[src/hw/rtl/ura_pkg.sv]
package ura_pkg;

  // Word field widths on the channels
  localparam int VALUE_W = 64;
  localparam int RADIX_W = 5;
  localparam int CHAR_W  = 7;

  // One digit of any base up to sixteen
  localparam int DIGIT_W = 4;

  // Legal base range; anything outside is pulled to the nearest end
  localparam logic [RADIX_W-1:0] RADIX_MIN = RADIX_W'(2);
  localparam logic [RADIX_W-1:0] RADIX_MAX = RADIX_W'(16);

  // Quotient bits resolved per clock in the divider
  localparam int DIV_STEPS = 8;

  // Entries in the queue between front and back
  localparam int QUEUE_DEPTH = 2;

  // ASCII anchors
  localparam logic [CHAR_W-1:0] ASCII_ZERO    = CHAR_W'(48);
  localparam logic [CHAR_W-1:0] ASCII_UPPER_A = CHAR_W'(65);
  localparam logic [CHAR_W-1:0] ASCII_LOWER_A = CHAR_W'(97);
  localparam logic [DIGIT_W-1:0] DIGIT_TEN    = DIGIT_W'(10);

  // Per-item control that travels with the value through the queue
  typedef struct packed {
    logic [RADIX_W-1:0] radix;
    logic               upper_case;
  } ura_cmd_t;

  function automatic logic [CHAR_W-1:0] digit_to_ascii(input logic [DIGIT_W-1:0] d,
                                                       input logic upper);
    logic [CHAR_W-1:0] d_ext;
    logic [CHAR_W-1:0] ten_ext;
    d_ext   = CHAR_W'(d);
    ten_ext = CHAR_W'(DIGIT_TEN);
    if (d < DIGIT_TEN) begin
      return ASCII_ZERO + d_ext;
    end else if (upper) begin
      return ASCII_UPPER_A + d_ext - ten_ext;
    end else begin
      return ASCII_LOWER_A + d_ext - ten_ext;
    end
  endfunction

endpackage

[src/hw/rtl/ura_in_if.sv]
interface ura_in_if;
  logic                           valid;
  logic                           ready;
  logic [ura_pkg::VALUE_W-1:0]    value;
  logic [ura_pkg::RADIX_W-1:0]    radix;
  logic                           upper_case;

  modport source (output valid, output value, output radix, output upper_case, input ready);
  modport sink   (input valid, input value, input radix, input upper_case, output ready);
endinterface

[src/hw/rtl/ura_out_if.sv]
interface ura_out_if;
  logic                           valid;
  logic                           ready;
  logic [ura_pkg::CHAR_W-1:0]     digit_char;
  logic                           last;

  modport source (output valid, output digit_char, output last, input ready);
  modport sink   (input valid, input digit_char, input last, output ready);
endinterface

[src/hw/rtl/unsigned_radix_to_ascii.sv]
// Channel  | Dir | Fields                              | Word
// ---------+-----+-------------------------------------+-------------------------------
// in_chan  | in  | value[63:0] radix[4:0] upper_case   | one number to convert
// out_chan | out | digit_char[6:0] last                | one ASCII digit, MSD first
//
// An item is loaded from the queue, then divided one digit at a time in divider passes
// of 8 quotient bits per cycle, then drained through the stack's registered read, each
// digit passing through a read state and then an output state.
// rst_n is synchronous and clears only the queue pointers and count and the back-end state.
// A stall on out_chan holds the current digit; in_chan keeps accepting until the
// two-entry queue between front and back fills.
module unsigned_radix_to_ascii #(
  parameter int VALUE_WIDTH = ura_pkg::VALUE_W
) (
  input  logic       clk,
  input  logic       rst_n,
  ura_in_if.sink     in_chan,
  ura_out_if.source  out_chan
);

  // Front to queue
  logic                   push;
  logic                   full;
  logic [VALUE_WIDTH-1:0] push_value;
  ura_pkg::ura_cmd_t      push_cmd;

  // Queue to back
  logic                   pop;
  logic                   not_empty;
  logic [VALUE_WIDTH-1:0] pop_value;
  ura_pkg::ura_cmd_t      pop_cmd;

  // Accept, mask the value, clamp the base
  ura_front #(
    .VALUE_WIDTH (VALUE_WIDTH)
  ) u_front (
    .in_chan (in_chan),
    .q_full  (full),
    .q_push  (push),
    .q_value (push_value),
    .q_cmd   (push_cmd)
  );

  // Decouple intake from the long per-item conversion
  ura_queue #(
    .VALUE_WIDTH (VALUE_WIDTH)
  ) u_queue (
    .clk        (clk),
    .rst_n      (rst_n),
    .push       (push),
    .push_value (push_value),
    .push_cmd   (push_cmd),
    .full       (full),
    .pop        (pop),
    .not_empty  (not_empty),
    .pop_value  (pop_value),
    .pop_cmd    (pop_cmd)
  );

  // Divide out digits into the stack, then drain it most significant first
  ura_back #(
    .VALUE_WIDTH (VALUE_WIDTH)
  ) u_back (
    .clk         (clk),
    .rst_n       (rst_n),
    .q_not_empty (not_empty),
    .q_value     (pop_value),
    .q_cmd       (pop_cmd),
    .q_pop       (pop),
    .out_chan    (out_chan)
  );

endmodule

[src/hw/rtl/ura_front.sv]
module ura_front #(
  parameter int VALUE_WIDTH = ura_pkg::VALUE_W
) (
  ura_in_if.sink                   in_chan,
  input  logic                     q_full,
  output logic                     q_push,
  output logic [VALUE_WIDTH-1:0]   q_value,
  output ura_pkg::ura_cmd_t        q_cmd
);

  // Accept whenever the queue has room
  assign in_chan.ready = !q_full;
  assign q_push        = in_chan.valid && !q_full;

  // Drop value bits above the configured width
  assign q_value = in_chan.value[VALUE_WIDTH-1:0];

  // Clamp base into the legal range
  always_comb begin
    priority if (in_chan.radix < ura_pkg::RADIX_MIN) begin
      q_cmd.radix = ura_pkg::RADIX_MIN;
    end else if (in_chan.radix > ura_pkg::RADIX_MAX) begin
      q_cmd.radix = ura_pkg::RADIX_MAX;
    end else begin
      q_cmd.radix = in_chan.radix;
    end
    q_cmd.upper_case = in_chan.upper_case;
  end

endmodule

[src/hw/rtl/ura_queue.sv]
module ura_queue #(
  parameter int VALUE_WIDTH = ura_pkg::VALUE_W
) (
  input  logic                     clk,
  input  logic                     rst_n,
  input  logic                     push,
  input  logic [VALUE_WIDTH-1:0]   push_value,
  input  ura_pkg::ura_cmd_t        push_cmd,
  output logic                     full,
  input  logic                     pop,
  output logic                     not_empty,
  output logic [VALUE_WIDTH-1:0]   pop_value,
  output ura_pkg::ura_cmd_t        pop_cmd
);

  localparam int DEPTH = ura_pkg::QUEUE_DEPTH;
  localparam int AW    = (DEPTH > 1) ? $clog2(DEPTH) : 1;
  localparam int CW    = $clog2(DEPTH + 1);

  logic [VALUE_WIDTH-1:0] val_mem [DEPTH];
  ura_pkg::ura_cmd_t      cmd_mem [DEPTH];

  logic [AW-1:0] wr_ptr_r, wr_ptr_nxt;
  logic [AW-1:0] rd_ptr_r, rd_ptr_nxt;
  logic [CW-1:0] count_r,  count_nxt;
  logic          do_push, do_pop;

  assign full      = (count_r == CW'(DEPTH));
  assign not_empty = (count_r != '0);
  assign do_push   = push && !full;
  assign do_pop    = pop && not_empty;
  assign pop_value = val_mem[rd_ptr_r];
  assign pop_cmd   = cmd_mem[rd_ptr_r];

  always_comb begin
    wr_ptr_nxt = wr_ptr_r;
    rd_ptr_nxt = rd_ptr_r;
    count_nxt  = count_r;
    if (do_push) begin
      wr_ptr_nxt = (wr_ptr_r == AW'(DEPTH - 1)) ? '0 : wr_ptr_r + AW'(1);
    end
    if (do_pop) begin
      rd_ptr_nxt = (rd_ptr_r == AW'(DEPTH - 1)) ? '0 : rd_ptr_r + AW'(1);
    end
    if (do_push && !do_pop) begin
      count_nxt = count_r + CW'(1);
    end else if (do_pop && !do_push) begin
      count_nxt = count_r - CW'(1);
    end
  end

  always_ff @(posedge clk) begin
    if (!rst_n) begin
      wr_ptr_r <= '0;
      rd_ptr_r <= '0;
      count_r  <= '0;
    end else begin
      wr_ptr_r <= wr_ptr_nxt;
      rd_ptr_r <= rd_ptr_nxt;
      count_r  <= count_nxt;
    end
  end

  always_ff @(posedge clk) begin
    if (do_push) begin
      val_mem[wr_ptr_r] <= push_value;
      cmd_mem[wr_ptr_r] <= push_cmd;
    end
  end

endmodule

[src/hw/rtl/ura_back.sv]
module ura_back #(
  parameter int VALUE_WIDTH = ura_pkg::VALUE_W
) (
  input  logic                     clk,
  input  logic                     rst_n,
  input  logic                     q_not_empty,
  input  logic [VALUE_WIDTH-1:0]   q_value,
  input  ura_pkg::ura_cmd_t        q_cmd,
  output logic                     q_pop,
  ura_out_if.source                out_chan
);

  localparam int STEPS  = ura_pkg::DIV_STEPS;
  localparam int DIV_W  = ((VALUE_WIDTH + STEPS - 1) / STEPS) * STEPS;
  localparam int NPASS  = DIV_W / STEPS;
  localparam int SW     = (NPASS > 1) ? $clog2(NPASS) : 1;
  localparam int AW     = $clog2(VALUE_WIDTH);
  localparam int DW     = ura_pkg::DIGIT_W;
  localparam int RW     = ura_pkg::RADIX_W;

  localparam logic [1:0] S_IDLE = 2'd0;
  localparam logic [1:0] S_DIV  = 2'd1;
  localparam logic [1:0] S_RD   = 2'd2;
  localparam logic [1:0] S_OUT  = 2'd3;

  logic [1:0]       state_r, state_nxt;
  logic [DIV_W-1:0] quo_r, quo_nxt;
  logic [DW-1:0]    rem_r, rem_nxt;
  logic [RW-1:0]    radix_r, radix_nxt;
  logic             upper_r, upper_nxt;
  logic [SW-1:0]    pass_r, pass_nxt;
  logic [AW-1:0]    wr_idx_r, wr_idx_nxt;
  logic [AW-1:0]    ptr_r, ptr_nxt;

  // Divider pass: STEPS restoring steps on a narrow remainder
  logic [DW-1:0]    rem_w;
  logic [DW:0]      trial;
  logic [STEPS-1:0] qbits;
  logic [DIV_W-1:0] quo_div;

  // Digit stack, least significant digit at index zero
  logic [DW-1:0]    dig_mem [VALUE_WIDTH];
  logic             mem_we;
  logic [DW-1:0]    rd_data_r;

  always_comb begin
    rem_w = rem_r;
    qbits = '0;
    trial = '0;
    for (int i = 0; i < STEPS; i++) begin
      trial = {rem_w, quo_r[DIV_W-1-i]};
      if (trial >= {1'b0, radix_r[DW-1:0]} + ((radix_r[DW]) ? (DW+1)'(1 << DW) : '0)) begin
        trial = trial - (DW+1)'(radix_r);
        qbits[STEPS-1-i] = 1'b1;
      end
      rem_w = trial[DW-1:0];
    end
    quo_div = (quo_r << STEPS) | DIV_W'(qbits);
  end

  always_comb begin
    state_nxt  = state_r;
    quo_nxt    = quo_r;
    rem_nxt    = rem_r;
    radix_nxt  = radix_r;
    upper_nxt  = upper_r;
    pass_nxt   = pass_r;
    wr_idx_nxt = wr_idx_r;
    ptr_nxt    = ptr_r;
    q_pop      = 1'b0;
    mem_we     = 1'b0;
    unique case (state_r)
      S_IDLE: begin
        if (q_not_empty) begin
          q_pop      = 1'b1;
          quo_nxt    = DIV_W'(q_value);
          rem_nxt    = '0;
          radix_nxt  = q_cmd.radix;
          upper_nxt  = q_cmd.upper_case;
          pass_nxt   = '0;
          wr_idx_nxt = '0;
          state_nxt  = S_DIV;
        end
      end
      S_DIV: begin
        quo_nxt = quo_div;
        rem_nxt = rem_w;
        if (pass_r == SW'(NPASS - 1)) begin
          // Digit complete: push it, restart the remainder
          mem_we   = 1'b1;
          rem_nxt  = '0;
          pass_nxt = '0;
          if (quo_div == '0) begin
            ptr_nxt   = wr_idx_r;
            state_nxt = S_RD;
          end else begin
            wr_idx_nxt = wr_idx_r + AW'(1);
          end
        end else begin
          pass_nxt = pass_r + SW'(1);
        end
      end
      S_RD: begin
        state_nxt = S_OUT;
      end
      S_OUT: begin
        if (out_chan.ready) begin
          if (ptr_r == '0) begin
            state_nxt = S_IDLE;
          end else begin
            ptr_nxt   = ptr_r - AW'(1);
            state_nxt = S_RD;
          end
        end
      end
      default: state_nxt = S_IDLE;
    endcase
  end

  always_ff @(posedge clk) begin
    if (!rst_n) begin
      state_r <= S_IDLE;
    end else begin
      state_r <= state_nxt;
    end
  end

  always_ff @(posedge clk) begin
    quo_r    <= quo_nxt;
    rem_r    <= rem_nxt;
    radix_r  <= radix_nxt;
    upper_r  <= upper_nxt;
    pass_r   <= pass_nxt;
    wr_idx_r <= wr_idx_nxt;
    ptr_r    <= ptr_nxt;
  end

  always_ff @(posedge clk) begin
    if (mem_we) begin
      dig_mem[wr_idx_r] <= rem_w;
    end
    rd_data_r <= dig_mem[ptr_r];
  end

  assign out_chan.valid      = (state_r == S_OUT);
  assign out_chan.digit_char = ura_pkg::digit_to_ascii(rd_data_r, upper_r);
  assign out_chan.last       = (ptr_r == '0);

endmodule
[src/flat_wrapper.sv]
// flat-port wrapper written by rule: the top's interface ports become plain ports
module unsigned_radix_to_ascii_flat 
#(
  parameter int VALUE_WIDTH = ura_pkg::VALUE_W
)
  (clk, rst_n, in_chan_valid, in_chan_value, in_chan_radix, in_chan_upper_case, in_chan_ready, out_chan_valid, out_chan_digit_char, out_chan_last, out_chan_ready);
  ura_in_if in_chan_i ();
  ura_out_if out_chan_i ();
  input  logic clk;
  input  logic rst_n;
  input wire logic [$bits(in_chan_i.valid)-1:0] in_chan_valid;
  input wire logic [$bits(in_chan_i.value)-1:0] in_chan_value;
  input wire logic [$bits(in_chan_i.radix)-1:0] in_chan_radix;
  input wire logic [$bits(in_chan_i.upper_case)-1:0] in_chan_upper_case;
  output wire logic [$bits(in_chan_i.ready)-1:0] in_chan_ready;
  output wire logic [$bits(out_chan_i.valid)-1:0] out_chan_valid;
  output wire logic [$bits(out_chan_i.digit_char)-1:0] out_chan_digit_char;
  output wire logic [$bits(out_chan_i.last)-1:0] out_chan_last;
  input wire logic [$bits(out_chan_i.ready)-1:0] out_chan_ready;
  assign in_chan_i.valid = in_chan_valid;
  assign in_chan_i.value = in_chan_value;
  assign in_chan_i.radix = in_chan_radix;
  assign in_chan_i.upper_case = in_chan_upper_case;
  assign in_chan_ready = in_chan_i.ready;
  assign out_chan_valid = out_chan_i.valid;
  assign out_chan_digit_char = out_chan_i.digit_char;
  assign out_chan_last = out_chan_i.last;
  assign out_chan_i.ready = out_chan_ready;
  unsigned_radix_to_ascii #(.VALUE_WIDTH(VALUE_WIDTH)) u_core (.clk(clk), .rst_n(rst_n), .in_chan(in_chan_i), .out_chan(out_chan_i));
endmodule
[config.mk]
export PLATFORM = sky130hd
export DESIGN_NAME = unsigned_radix_to_ascii_flat
export DESIGN_NICKNAME = d
export VERILOG_FILES = /design/src/hw/rtl/ura_pkg.sv /design/src/hw/rtl/ura_in_if.sv /design/src/hw/rtl/ura_out_if.sv /design/src/hw/rtl/unsigned_radix_to_ascii.sv /design/src/hw/rtl/ura_front.sv /design/src/hw/rtl/ura_queue.sv /design/src/hw/rtl/ura_back.sv /design/src/flat_wrapper.sv
export SDC_FILE = /design/constraint.sdc
export NUM_CORES = 1
export LEC_CHECK = 0
export BUFFER_PORTS_ARGS = -buffer_cell sky130_fd_sc_hd__buf_2
export CAP_MARGIN = 5
export CORE_AREA = 2 2 249 251
export CTS_CLUSTER_SIZE = 30
export DETAILED_ROUTE_END_ITERATION = 12
export DIE_AREA = 0 0 251 253
export PLACE_DENSITY = 0.54
export REMOVE_ABC_BUFFERS = 1
export SLEW_MARGIN = 20
export SYNTH_ARGS = -nofsm -noshare
export SYNTH_HDL_FRONTEND = slang
export SYNTH_SLANG_ARGS = --single-unit
[constraint.sdc]
create_clock -name clk -period 13.3 [get_ports clk]
set_clock_uncertainty 0.1 [all_clocks]
set_input_delay 2.66 -clock clk [delete_from_list [all_inputs] [get_ports clk]]
set_output_delay 2.66 -clock clk [all_outputs]
set_load 0.005 [all_outputs]
# Yosys cells after proc, flatten, opt, wreduce, memory -nomap -nowiden
# Memories as Yosys holds them, arrays and structs flattened. A register that Yosys moved wholly into a read port is not among the register bits.
# Index checks and enable logic that the tools add are counted.
# Widths: inputs -> output; s select.
[word_totals]
memories = 3
rom_bits = 0
latchBits = 0
out_inout_bits = 10
inputBits = 74
regBits = 89
mem_bits_rw = 396
[classes]
div_mod_pow = 0
shifts = 0
n_lt_le_gt_ge = 11
addsub = 21
n_bitwise = 1
n_mux = 58
mul = 0
n_eq_ne = 11
reduce_logical = 20
[mem_list]
columns = ["memory", "depth", "width", "read_ports", "rd_ports_with_merged_regs", "wr", "line_no", "rtl"]
rows = [
  ["u_core.u_back.dig_mem", 64, 4, 1, 1, 1, "ura_back.sv:42", "logic [DW-1:0] dig_mem [VALUE_WIDTH];"],
  ["u_core.u_queue.val_mem", 2, 64, 1, 1, 1, "ura_queue.sv:20", "logic [VALUE_WIDTH-1:0] val_mem [DEPTH];"],
  ["u_core.u_queue.cmd_mem", 2, 6, 1, 1, 1, "ura_queue.sv:21", "ura_pkg::ura_cmd_t cmd_mem [DEPTH];"],
]
[ops]
columns = ["cell", "count"]
rows = [
  ["$pmux 64 s2", 1],
  ["$logic_not 64->1", 1],
  ["$mux 64", 1],
  ["$or 64x8->64", 1],
  ["$mux 6", 7],
  ["$ge 5x5->1", 8],
  ["$mux 4", 10],
  ["$sub 4x4->4", 8],
  ["$pmux 6 s2", 2],
  ["$mux 1", 20],
  ["$mux 5", 3],
  ["$mux 2", 7],
  ["$mux 7", 2],
  ["$sub 7x4->7 const B", 2],
  ["$ne 2x2->1 const B", 4],
  ["$pmux 2 s4", 1],
  ["$pmux 4 s2", 1],
  ["$reduce_and 4->1", 2],
  ["$reduce_bool 2->1", 4],
  ["$add 6x4->7 const A", 1],
  ["$add 6x5->7 const A", 1],
  ["$add 7x4->7 const A", 1],
  ["$add 6x1->6 const B", 1],
  ["$eq 2x2->1 const B", 3],
  ["other kinds (20)", 30],
]

# Logic depth before layout (Yosys ltp)
# Gate-level depths: netlist of run 1.
[depth]
depth_word = 23
depth_mapped = 53
ltp_nobuf = 49

# Modules after synthesis
# From an unflattened synthesis of run 1, not the netlist that was laid out.
[hier_totals]
hier_cells = 1484
hier_area_um2 = 22041.1
[modules_own_cells]
columns = ["mod", "instances", "area_each_um2", "cells_per_inst", "seq_area_each_um2"]
rows = [
  ["ura_back", 1, 16221.8, 1167, 10480.1],
  ["ura_queue", 1, 5268.8, 243, 4304.1],
  ["ura_front", 1, 550.5, 74, 0.0],
]

# Worst setup path after synthesis of run 1
# OpenSTA, ideal clock, no wires.
[synth_path]
kind = "reg-to-reg"
startpoint = "register u_core.u_back.radix_r[1]"
endpoint = "memory u_core.u_back.dig_mem[0][2] in the netlist's numbering, data pin"
t_required_ps = 12652
arrival_time_ps = 11799
stages_incl_launch_ff = 51
path_buffers = 4
setup_ps = 548
slack_ps = 853
cell_sequence = "edfxtp_1 inv_1 ha_1 nand4_1 a21oi_1 a211o_1 buf_6 mux2_4 ha_1 nand3_1 a21boi_0 or2_2 buf_6 o21a_1 ha_1 a21o_1 a31oi_1 o21ai_2 (+15 left out) and2_1 a221o_1 buf_2 or3_1 o311ai_1 ha_1 a21o_1 a31oi_1 clkbuf_1 nor2_1 a21oi_1 inv_1 ha_1 a21o_1 a31oi_1 o21ai_1 inv_1 a21oi_1"
[synth_via]
elab_chain_cells = 17
elab_cells_between_ends = 25
[synth_rtl]
columns = ["element", "line_no", "rtl"]
rows = [
  ["start, declared", "ura_back.sv:29", "logic [RW-1:0] radix_r, radix_nxt;"],
  ["start signal, assigned", "ura_back.sv:131", "radix_r <= radix_nxt;"],
  ["$add 4x5->5", "ura_back.sv:52", "if (trial >= {1'b0, radix_r[DW-1:0]} + ((radix_r[DW]) ? (DW+1)'(1 << DW) : '0)) begin"],
  ["$ge 5x5->1", "ura_back.sv:52", ""],
  ["$mux 4", "ura_back.sv:52", ""],
  ["$sub 4x4->4 or $ge 5x5->1 (tied branches)", "ura_back.sv:53, ura_back.sv:52", ""],
  ["$mux 4", "ura_back.sv:52", ""],
  ["$sub 4x4->4 or $ge 5x5->1 (tied branches)", "ura_back.sv:53, ura_back.sv:52", ""],
  ["$mux 4", "ura_back.sv:52", ""],
  ["$sub 4x4->4 or $ge 5x5->1 (tied branches)", "ura_back.sv:53, ura_back.sv:52", ""],
  ["(+2 left out)", "n/a", ""],
  ["$mux 4", "ura_back.sv:52", ""],
  ["$sub 4x4->4 or $ge 5x5->1 (tied branches)", "ura_back.sv:53, ura_back.sv:52", ""],
  ["$mux 4", "ura_back.sv:52", ""],
  ["$ge 5x5->1 or $sub 4x4->4 (tied branches)", "ura_back.sv:52, ura_back.sv:53", ""],
  ["$mux 4", "ura_back.sv:52", ""],
  ["$sub 4x4->4 or $ge 5x5->1 (tied branches)", "ura_back.sv:53, ura_back.sv:52", ""],
  ["$mux 4 (*)", "ura_back.sv:52", ""],
  ["net u_core.u_back.trial[2]", "ura_back.sv:37", "logic [DW:0] trial;"],
  ["end, declared", "ura_back.sv:42", ""],
]
# Mark *: on every way through the listed nets, which the timed path passes. The rest lies on a longest branch.

# Worst setup path in the final report of run 1
[layout_path]
startpoint = "register u_core.u_back.radix_r[1]"
endpoint = "register u_core.u_back.wr_idx_r[2] (enable)"
[layout_via]
elab_chain_cells = 21
elab_cells_between_ends = 35
[layout_rtl]
columns = ["element", "line_no", "rtl"]
rows = [
  ["$add 4x5->5", "ura_back.sv:52", ""],
  ["$ge 5x5->1", "ura_back.sv:52", ""],
  ["$mux 4", "ura_back.sv:52", ""],
  ["$sub 4x4->4 or $ge 5x5->1 (tied branches)", "ura_back.sv:53, ura_back.sv:52", ""],
  ["$mux 4", "ura_back.sv:52", ""],
  ["$sub 4x4->4 or $ge 5x5->1 (tied branches)", "ura_back.sv:53, ura_back.sv:52", ""],
  ["$mux 4", "ura_back.sv:52", ""],
  ["$sub 4x4->4 or $ge 5x5->1 (tied branches)", "ura_back.sv:53, ura_back.sv:52", ""],
  ["(+5 left out)", "n/a", ""],
  ["$sub 4x4->4 or $ge 5x5->1 (tied branches)", "ura_back.sv:53, ura_back.sv:52", ""],
  ["$mux 4", "ura_back.sv:52", ""],
  ["$ge 5x5->1", "ura_back.sv:52", ""],
  ["$mux 1", "ura_back.sv:52", ""],
  ["$or 64x8->64 (*)", "ura_back.sv:58", "quo_div = (quo_r << STEPS) | DIV_W'(qbits);"],
  ["$logic_not 64->1 (*)", "ura_back.sv:93", "if (quo_div == '0) begin"],
  ["$ne 2x2->1 (no line) (*)", "n/a", ""],
  ["$reduce_and 4->1 (no line) (*)", "n/a", ""],
  ["end signal, assigned", "ura_back.sv:134", "wr_idx_r <= wr_idx_nxt;"],
  ["end, declared", "ura_back.sv:32", "logic [AW-1:0] wr_idx_r, wr_idx_nxt;"],
]
# Mark *: on every way between the ends. The rest lies on a longest branch, timed or not.
# A chain may end at the register's enable or synchronous reset.

==> results of run 1 <==
[synth_stat cells, types with 17 or more instances]
cell type    n
a21oi_1     32
clkbuf_1    33
edfxtp_1   485
ha_1        47
inv_1       40
mux2i_1     68
mux4_2      64
nand2_1    102
nor2_1     111
nor3_1      19
nor4_1      19
o21ai_0     84
xnor2_1     17
[layout make-up]
type	count	area [sq um]	area share
repair buffers	98	532	0.0220
well taps	790	988	0.0410
diodes	2	5.00	0.000208
clock inverters	31	248	0.0103
multi-input cells	745	6000	0.249
inverters	40	150	0.00623
clock buffers	70	1410	0.0585
flip-flops and latches	496	14800	0.613
[metrics by stage]
stage           util  area (sq um)  std cells  hold slack (ps)
6_report       0.395         24100       2272              439
5_1_grt        0.395         24100       2270              476
4_1_cts        0.395         24100       2270              441
3_5_place_dp   0.368         22400       2169              429
3_3_place_gp   0.368         22400       2169              405
2_1_floorplan      -         20900       1281              385
[sequential cells by signal, summed over array words and instances (netlist names), 3 cells and up, named ones only]
name and flops:
u_core.u_back.quo_r 64, u_core.u_queue.cmd_mem 12, u_core.u_back.ptr_r 6, u_core.u_back.radix_r 5, u_core.u_back.rem_r 4, u_core.u_queue.val_mem 128
u_core.u_back.rd_data_r 4, u_core.u_back.dig_mem 256, u_core.u_back.pass_r 3, u_core.u_back.wr_idx_r 6
[worst max-delay path, delay by kind of cell (launching register included)]
family	cells	cell delay (ps)
AND/OR/NAND/NOR	6	1390
AO/OA/AOI/OAI	30	6150
flip-flops	1	670
multiplexers	1	380
buffers and inverters	4	530
adder cells (fa/ha/maj)	8	2680
[worst min path at each step]
stage          slack [ps]                   endpoint                         start
6_report              440  u_core.u_queue.count_r[1]     u_core.u_queue.count_r[1]
5_1_grt               480      u_core.u_back.upper_r  u_core.u_queue.cmd_mem[0][0]
4_1_cts               440  u_core.u_queue.count_r[1]     u_core.u_queue.count_r[1]
3_5_place_dp          430  u_core.u_queue.count_r[1]     u_core.u_queue.count_r[1]
3_3_place_gp          410  u_core.u_queue.count_r[1]     u_core.u_queue.count_r[1]
2_1_floorplan         390  u_core.u_queue.count_r[1]     u_core.u_queue.count_r[1]
[metal layers]
layer	wire, um	part of all wire
met1	19500	0.43
met2	21800	0.48
met3	2640	0.059
met4	1150	0.025
met5	54	0.0012
[kinds of logic (layout without fill, tap and decap cells)]
kind of cell    after synthesis  in the layout  share of synthesized area
mux                         147            147                      0.109
other cells                   0              2                          0
flops                       496            496                      0.700
fa+ha+maj                    55             55                     0.0354
xor+xnor                     28             28                     0.0116
buf+inv                      97            239                     0.0192
simple gates                320            320                     0.0684
compound gates              195            195                     0.0567
==> summary.md, run 1 <==
### Worst setup path
• **reg2reg end** u_core.u_back.wr_idx_r[2]
• **launching point of the worst reg2reg path** u_core.u_back.radix_r[1]
• **kind of critical path** reg -> reg
• **Register-to-Register Setup Slack** 1040 ps
• **CP peak stage delay** 670 ps
• **beginning of the critical path** u_core.u_back.radix_r[1]
• **largest fanout on the critical path** 12
• **CP endpoint** u_core.u_back.wr_idx_r[2]
• **CP Launch Type** register
• **CP endpoint kind** register
• **cell mode on critical path** ha_1
• **endpoint required time on the critical path** 13450 ps
• **cell count of the worst reg-to-reg path** 49
• **critical path's slowest cell** edfxtp_1
• **worst path arrival time** 12410 ps

### Flow run
• **Max-cap violations** 0

### Timing
• **Final Max Tran Viols** 0
• **min cycle time layout** 12260 ps
• **unrepaired setup endpoints after global routing** false
• **portion of the clock cycle consumed by the worst path in the final layout** 0.922
• **Post-Route Setup TNS** 0 ps
• **endpoints failing setup** 0
• **pin slew with the least headroom to its limit** 1040 ps
• **post-layout worst setup margin** 1040 ps
• **highest clock frequency the design can meet** 81.6 MHz
• **normalized max-slew margin** 0.310
• **Final Hold Violating Endpoints** 0

### Clocking
• **H-Tree Level Count** 2
• **number of CTS-inserted buffers** 54
• **number of buffers inserted to repair setup after CTS** 0
• **clock insertion delay at the later pin of the skew report** 600 ps
• **clock tree from TritonCTS** yes
• **Bufs on Longest Clock Path** 3
• **clock sink total** 496
• **hold_buf cts** 0
• **root buffer cell** clkbuf_16
• **post-cts sizing count** 0
• **clock slew at the register clock pins of the worst setup and hold paths** 60 ps

### Synthesis
• **area fraction of the dominant cell type after synthesis** 0.689
• **Synth Instances** 1338
• **post-synthesis average cell area** 15.8 sq um
• **cell type with the largest total area after synthesis** edfxtp_1
• **Cell Area, Synth** 21100 sq um
• **proportion of register bits with asynchronous set or reset after synthesis** 0
• **part of the Yosys area used for sequential elements** 0.700
• **count of state elements after synthesis** 496
• **prevailing post-synth register cell** edfxtp_1
• **number of distinct standard cells referenced by the synthesized netlist** 59
• **dominant cells by area after synthesis** edfxtp_1 69%, mux4_2 6.8%, mux2i_1 3.2%, ha_1 2.8%, o21ai_0 2.0%
• **number of warnings reported in the yosys synthesis log** 0
• **count of flip-flops with a built-in enable after synthesis** 485

### Final layout
• **highest-count cells in the layout ignoring fill and taps** 485 x edfxtp_1, 109 x nor2_1, 102 x nand2_1
• **most common library cell in the layout ignoring fill and taps** edfxtp_1
• **count of nets after finishing** 1564
• **Filler Cell Count** 5641
• **proportion of layout cells with a drive suffix above 1** 0.183
• **layout overhead on the synthesized area** 14.2%

### Floorplan
• **Total Die Area** 63500 sq um
• **Chip Height** 253 um
• **# rows** 91
• **die boundary width** 251 um
• **number of top-level design ports** 84
• **Core Box Area** 61000 sq um
• **Initial Util** 0.346

### Min path
• **min-delay worst type** reg -> reg
• **hold path depth** 2

### Global routing
• **met3 Usage GRT** 0.0335
• **pin count of the biggest net entering global routing** 91
• **first-pass GRT wire length** 70.1 mm
• **global-route met1 utilization** 0.184
• **antenna violations before repair** 6
• **routing layer with the top usage in global route** met2
• **overflow left after global routing** 0
• **via count of the first global-routing pass** 12000
• **global routing met2 resource utilization** 0.243
• **Tot GR Track Use** 0.144

### Placed design
• **post-placement setup slack** 977 ps
• **final weighted congestion of routability-driven global placement** 0.797
• **Port-buffer cells** 83
• **dpl hpwl** 29.4 mm

### Routing
• **DRC marker count from the first detailed-route iteration** 869
• **DRC violation count after routing** 0
• **DR WL/cell** 19.9 um
• **total length of routed wires** 45.1 mm
• **Via Count** 11500
• **Antenna Violating Nets Remaining** 0
• **Via density** 5.04
• **iteration count of the initial detailed-routing pass** 7

### Status
• **status** complete, no violations

Power of run 1 is left out: the tool's default activity adds up to more than one toggle a clock period on the data nets, which glitch-free logic cannot reach.
==> run 2, diff against run 1 <==
CORE_AREA = 2 2 262 239   (was 2 2 249 251)
DIE_AREA = 0 0 264 241   (was 0 0 251 253)
HOLD_SLACK_MARGIN = 0.08   (was default)
==> run 2 against run 1 <==
Final cell count barely moved. Die area rose by 0.19%. First-iteration DRC count rose by 11%. Utilization rose by 0.80 points. Via count rose by 0.23%. Sequential share of layout area fell by 0.87 points. Sequential cell count did not move. Cell area rose by 1.4%. Routed wire length rose by 2.7%. Critical path type unchanged. Largest cell class unchanged.
==> summary.md, run 2 (synthesis results as in run 1) <==
### Clocking
• **post-cts sizing count** 0
• **number of CTS-inserted buffers** 52
• **clock tree from TritonCTS** yes
• **clock insertion delay at the later pin of the skew report** 620 ps
• **H-Tree Level Count** 2
• **hold_buf cts** 0
• **clock sink total** 496
• **number of buffers inserted to repair setup after CTS** 0
• **Bufs on Longest Clock Path** 3
• **clock slew at the register clock pins of the worst setup and hold paths** 60 ps
• **root buffer cell** clkbuf_16

### Global routing
• **antenna violations before repair** 3
• **overflow left after global routing** 0
• **via count of the first global-routing pass** 11600
• **Tot GR Track Use** 0.147
• **first-pass GRT wire length** 71.1 mm
• **pin count of the biggest net entering global routing** 94

### Final layout
• **flip-flop count of the largest register, all copies and words added** 256
• **layout overhead on the synthesized area** 15.8%
• **Finished Core Util** 0.403
• **largest register by flop count** u_core.u_back.dig_mem
• **proportion of layout cells with a drive suffix above 1** 0.194
• **biggest registers after layout** u_core.u_back.dig_mem: 256 flops, u_core.u_queue.val_mem: 128 flops, u_core.u_back.quo_r: 64 flops
• **highest-count cells in the layout ignoring fill and taps** 485 x edfxtp_1, 109 x nor2_1, 102 x nand2_1
• **Filler Cell Count** 5624
• **most common library cell in the layout ignoring fill and taps** edfxtp_1
• **count of nets after finishing** 1567

### Worst setup path
• **launching point of the worst reg2reg path** u_core.u_back.radix_r[1]
• **largest fanout on the critical path** 50
• **CP endpoint kind** register
• **CP peak stage delay** 690 ps
• **cell count of the worst reg-to-reg path** 48
• **endpoint required time on the critical path** 13500 ps
• **CP Launch Type** register
• **kind of critical path** reg -> reg
• **worst path arrival time** 12430 ps
• **reg2reg end** u_core.u_back.dig_mem[23][1]
• **critical path's slowest cell** edfxtp_1
• **Register-to-Register Setup Slack** 1060 ps
• **beginning of the critical path** u_core.u_back.radix_r[1]
• **CP endpoint** u_core.u_back.dig_mem[23][1]
• **cell mode on critical path** ha_1

### Timing
• **normalized max-slew margin** 0.330
• **endpoints failing setup** 0
• **unrepaired setup endpoints after global routing** true
• **highest clock frequency the design can meet** 81.7 MHz
• **portion of the clock cycle consumed by the worst path in the final layout** 0.920
• **Final Max Tran Viols** 0
• **min cycle time layout** 12240 ps
• **pin slew with the least headroom to its limit** 1000 ps
• **Final Hold Violating Endpoints** 0

### Status
• **status** complete, no violations

### Placed design
• **Port-buffer cells** 83
• **dpl hpwl** 29.6 mm
• **final weighted congestion of routability-driven global placement** 0.805

### Routing
• **iteration count of the initial detailed-routing pass** 5
• **Via Count** 11500
• **DRC marker count from the first detailed-route iteration** 967
• **DR WL/cell** 20.4 um
• **DRC violation count after routing** 0
• **Antenna Violating Nets Remaining** 0
• **Via density** 5.05
• **total length of routed wires** 46.3 mm

### Floorplan
• **Initial Util** 0.348
• **Core Box Area** 60700 sq um
• **Chip Height** 241 um
• **number of top-level design ports** 84
• **# rows** 86
• **die boundary width** 264 um
• **Total Die Area** 63600 sq um

### Min path
• **min-delay worst type** reg -> reg
• **hold path depth** 2

### Flow run
• **Max-cap violations** 0

[run 2: worst max-delay path, delay by kind of cell, from the launching register on]
family / cells / cell delay [ps]
flip-flops: 1 / 690
adder cells (fa/ha/maj): 8 / 2590
AO/OA/AOI/OAI: 28 / 5570
AND/OR/NAND/NOR: 4 / 680
buffers and inverters: 5 / 950
multiplexers: 3 / 1310
[run 2: final cells by class]
class / count / area, sq um / share of cell area
clock inverters: 36 / 579 / 0.0237
well taps: 792 / 991 / 0.0405
flip-flops and latches: 496 / 14800 / 0.604
clock buffers: 61 / 1370 / 0.0558
repair buffers: 103 / 586 / 0.0239
diodes: 1 / 2.50 / 0.000102
inverters: 40 / 150 / 0.00614
multi-input cells: 745 / 6010 / 0.245
[run 2: how the worst min path moves through the flow]
| stage | start | endpoint | slack, ps |
|---|---|---|---|
| 2_1_floorplan | u_core.u_queue.count_r[1] | u_core.u_queue.count_r[1] | 390 |
| 5_1_grt | u_core.u_back.quo_r[16] | u_core.u_back.quo_r[24] | 460 |
| 3_5_place_dp | u_core.u_queue.count_r[1] | u_core.u_queue.count_r[1] | 430 |
| 4_1_cts | u_core.u_queue.count_r[1] | u_core.u_queue.count_r[1] | 440 |
| 6_report | u_core.u_queue.count_r[1] | u_core.u_queue.count_r[1] | 440 |
| 3_3_place_gp | u_core.u_queue.count_r[1] | u_core.u_queue.count_r[1] | 400 |
[run 2: metal layers]
metal / share of wire / track usage / wire length [um] / up-vias
li1: - / - / - / 5393
met1: 0.48 / 0.209 / 22100 / 5783
met2: 0.46 / 0.230 / 21200 / 255
met3: 0.050 / 0.0301 / 2330 / 48
met4: 0.015 / 0.0374 / 690 / 2
met5: 0.00028 / 0 / 13 / -
[run 2: through the flow]
step                      setup WS [ps]  std cells  TNS, ps  hold slack [ps]  cell area, sq um
after CTS                           441       2273        0              441             24400
after global placement              882       2176        0              403             22500
final                              1060       2274        0              440             24500
after floorplan                     882       1281        0              385             20900
after global routing              -53.0       2274    -80.7              457             24500
after detailed placement            521       2176        0              430             22500
Power of run 2 is left out for the same reason.
==> run 3, diff against run 2 <==
--- a/config.mk
+++ b/config.mk
@@ -9,4 +9,5 @@
 export CAP_MARGIN = 5
 export CORE_AREA = 2 2 262 239
+export CTS_CLUSTER_DIAMETER = 100
 export CTS_CLUSTER_SIZE = 30
 export DETAILED_ROUTE_END_ITERATION = 12
==> constraint.sdc (replaced) <==
create_clock -name clk -period 13.3 [get_ports clk]
set_clock_uncertainty 0.1 [all_clocks]
set_input_delay 0.665 -clock clk [delete_from_list [all_inputs] [get_ports clk]]
set_output_delay 0.665 -clock clk [all_outputs]
set_load 0.005 [all_outputs]
==> run 3 against run 2 <==
Utilization decreased by 2.0 points. Register-to-register slack gained 130 ps. Cell area is 4.9% lower. Sequential share of layout area grew 3.1 points.
==> summary.md, run 3 (synthesis results as in run 1) <==
### Final layout
• **count of nets after finishing** 1540
• **largest register by flop count** u_core.u_back.dig_mem
• **layout overhead on the synthesized area** 10.1%
• **biggest registers after layout** u_core.u_back.dig_mem: 256 flops, u_core.u_queue.val_mem: 128 flops, u_core.u_back.quo_r: 64 flops
• **proportion of layout cells with a drive suffix above 1** 0.166
• **antenna fix cells** 0
• **flip-flop count of the largest register, all copies and words added** 256
• **most common library cell in the layout ignoring fill and taps** edfxtp_1
• **Filler Cell Count** 5698
• **Sequential cell area** 14800 sq um
• **post-route design area** 23300 sq um
• **highest-count cells in the layout ignoring fill and taps** 485 x edfxtp_1, 109 x nor2_1, 102 x nand2_1
• **area occupied by multi-input gates** 6010 sq um

### Routing
• **Via density** 5.10
• **DRC marker count from the first detailed-route iteration** 1022
• **iteration count of the initial detailed-routing pass** 5
• **total length of routed wires** 45.3 mm
• **Antenna Violating Nets Remaining** 0
• **Via Count** 11300
• **DRC violation count after routing** 0
• **DR WL/cell** 20.4 um

### Worst setup path
• **endpoint required time on the critical path** 13540 ps
• **buffers and inverters on the worst path** 4
• **worst path arrival time** 12350 ps
• **cell mode on critical path** ha_1
• **CP delay by family, top** compound AO/OA/AOI/OAI gates
• **CP endpoint kind** register
• **largest fanout on the critical path** 50
• **kind of critical path** reg -> reg
• **CP Launch Type** register
• **CP peak stage delay** 510 ps
• **critical path's slowest cell** mux2_8

### Min path
• **min-delay worst type** in -> reg

### Floorplan
• **Chip Height** 241 um
• **Total Die Area** 63600 sq um
• **Initial Util** 0.348
• **# rows** 86
• **die boundary width** 264 um
• **number of top-level design ports** 84
• **Core Box Area** 60700 sq um

### Timing
• **min cycle time layout** 12110 ps
• **portion of the clock cycle consumed by the worst path in the final layout** 0.910
• **Final Hold Violating Endpoints** 0
• **highest clock frequency the design can meet** 82.6 MHz
• **unrepaired setup endpoints after global routing** false
• **Final Max Tran Viols** 0
• **pin slew with the least headroom to its limit** 1080 ps
• **Min Hold Slack** 153 ps
• **normalized max-slew margin** 0.282
• **Post-Route Setup TNS** 0 ps
• **endpoints failing setup** 0

### Global routing
• **first-pass GRT wire length** 69.1 mm
• **Tot GR Track Use** 0.142
• **via count of the first global-routing pass** 11300
• **overflow left after global routing** 0
• **pin count of the biggest net entering global routing** 106
• **antenna violations before repair** 1

### Clocking
• **clock tree from TritonCTS** yes
• **root buffer cell** clkbuf_16
• **Bufs on Longest Clock Path** 3
• **clock slew at the register clock pins of the worst setup and hold paths** 110 ps
• **number of CTS-inserted buffers** 23
• **clock insertion delay at the later pin of the skew report** 600 ps
• **H-Tree Level Count** 1
• **clock sink total** 496

### Placed design
• **Cell Area, Placed** 22500 sq um
• **Port-buffer cells** 83
• **final weighted congestion of routability-driven global placement** 0.814
• **dpl hpwl** 29.6 mm

### Flow run
• **Max-cap violations** 0

### Status
• **status** complete, no violations

run 3: repair_timing:
action,CTS,global route
endpoints found under the setup margin,0,201
gates resized for setup,0,5
setup buffers,0,4
hold buffers,0,0
endpoints found under the hold margin,0,0
run 3: final timing paths:
path | from | slack (ps) | depth (start not counted) | endpoint
max | u_core.u_back.radix_r[2] | 1190 | 46 | u_core.u_back.dig_mem[35][1]
min | in_chan_value[59] | 150 | 1 | u_core.u_queue.val_mem[0][59]
max reg2reg | u_core.u_back.radix_r[2] | 1190 | 46 | u_core.u_back.dig_mem[35][1]
min reg2reg | u_core.u_queue.count_r[1] | 430 | 2 | u_core.u_queue.count_r[1]
run 3: area by class of cell:
| type | instances | share of cell area |
|---|---|---|
| clock buffer | 28 | 0.0255 |
| tap | 792 | 0.0426 |
| clock inverter | 10 | 0.00640 |
| inverter | 40 | 0.00645 |
| timing repair buffer | 105 | 0.0253 |
| multi-input combinational | 745 | 0.258 |
| sequential | 496 | 0.636 |
run 3: layer usage:
layer  share of wire  global-route usage  up-vias
met5         0.00029                   0        -
met3           0.045              0.0188       36
met1            0.48               0.210     5719
met2            0.46               0.226      259
met4           0.014              0.0263        2
li1                -                   -     5293
run 3: metrics by stage:
step	util	cells	worst slack (ps)
final	0.383	2216	1190
after global routing	0.383	2216	83.1
after floorplan	-	1281	882
after global placement	0.370	2174	901
after detailed placement	0.370	2174	475
after CTS	0.382	2212	480
Power of run 3 is left out for the same reason.
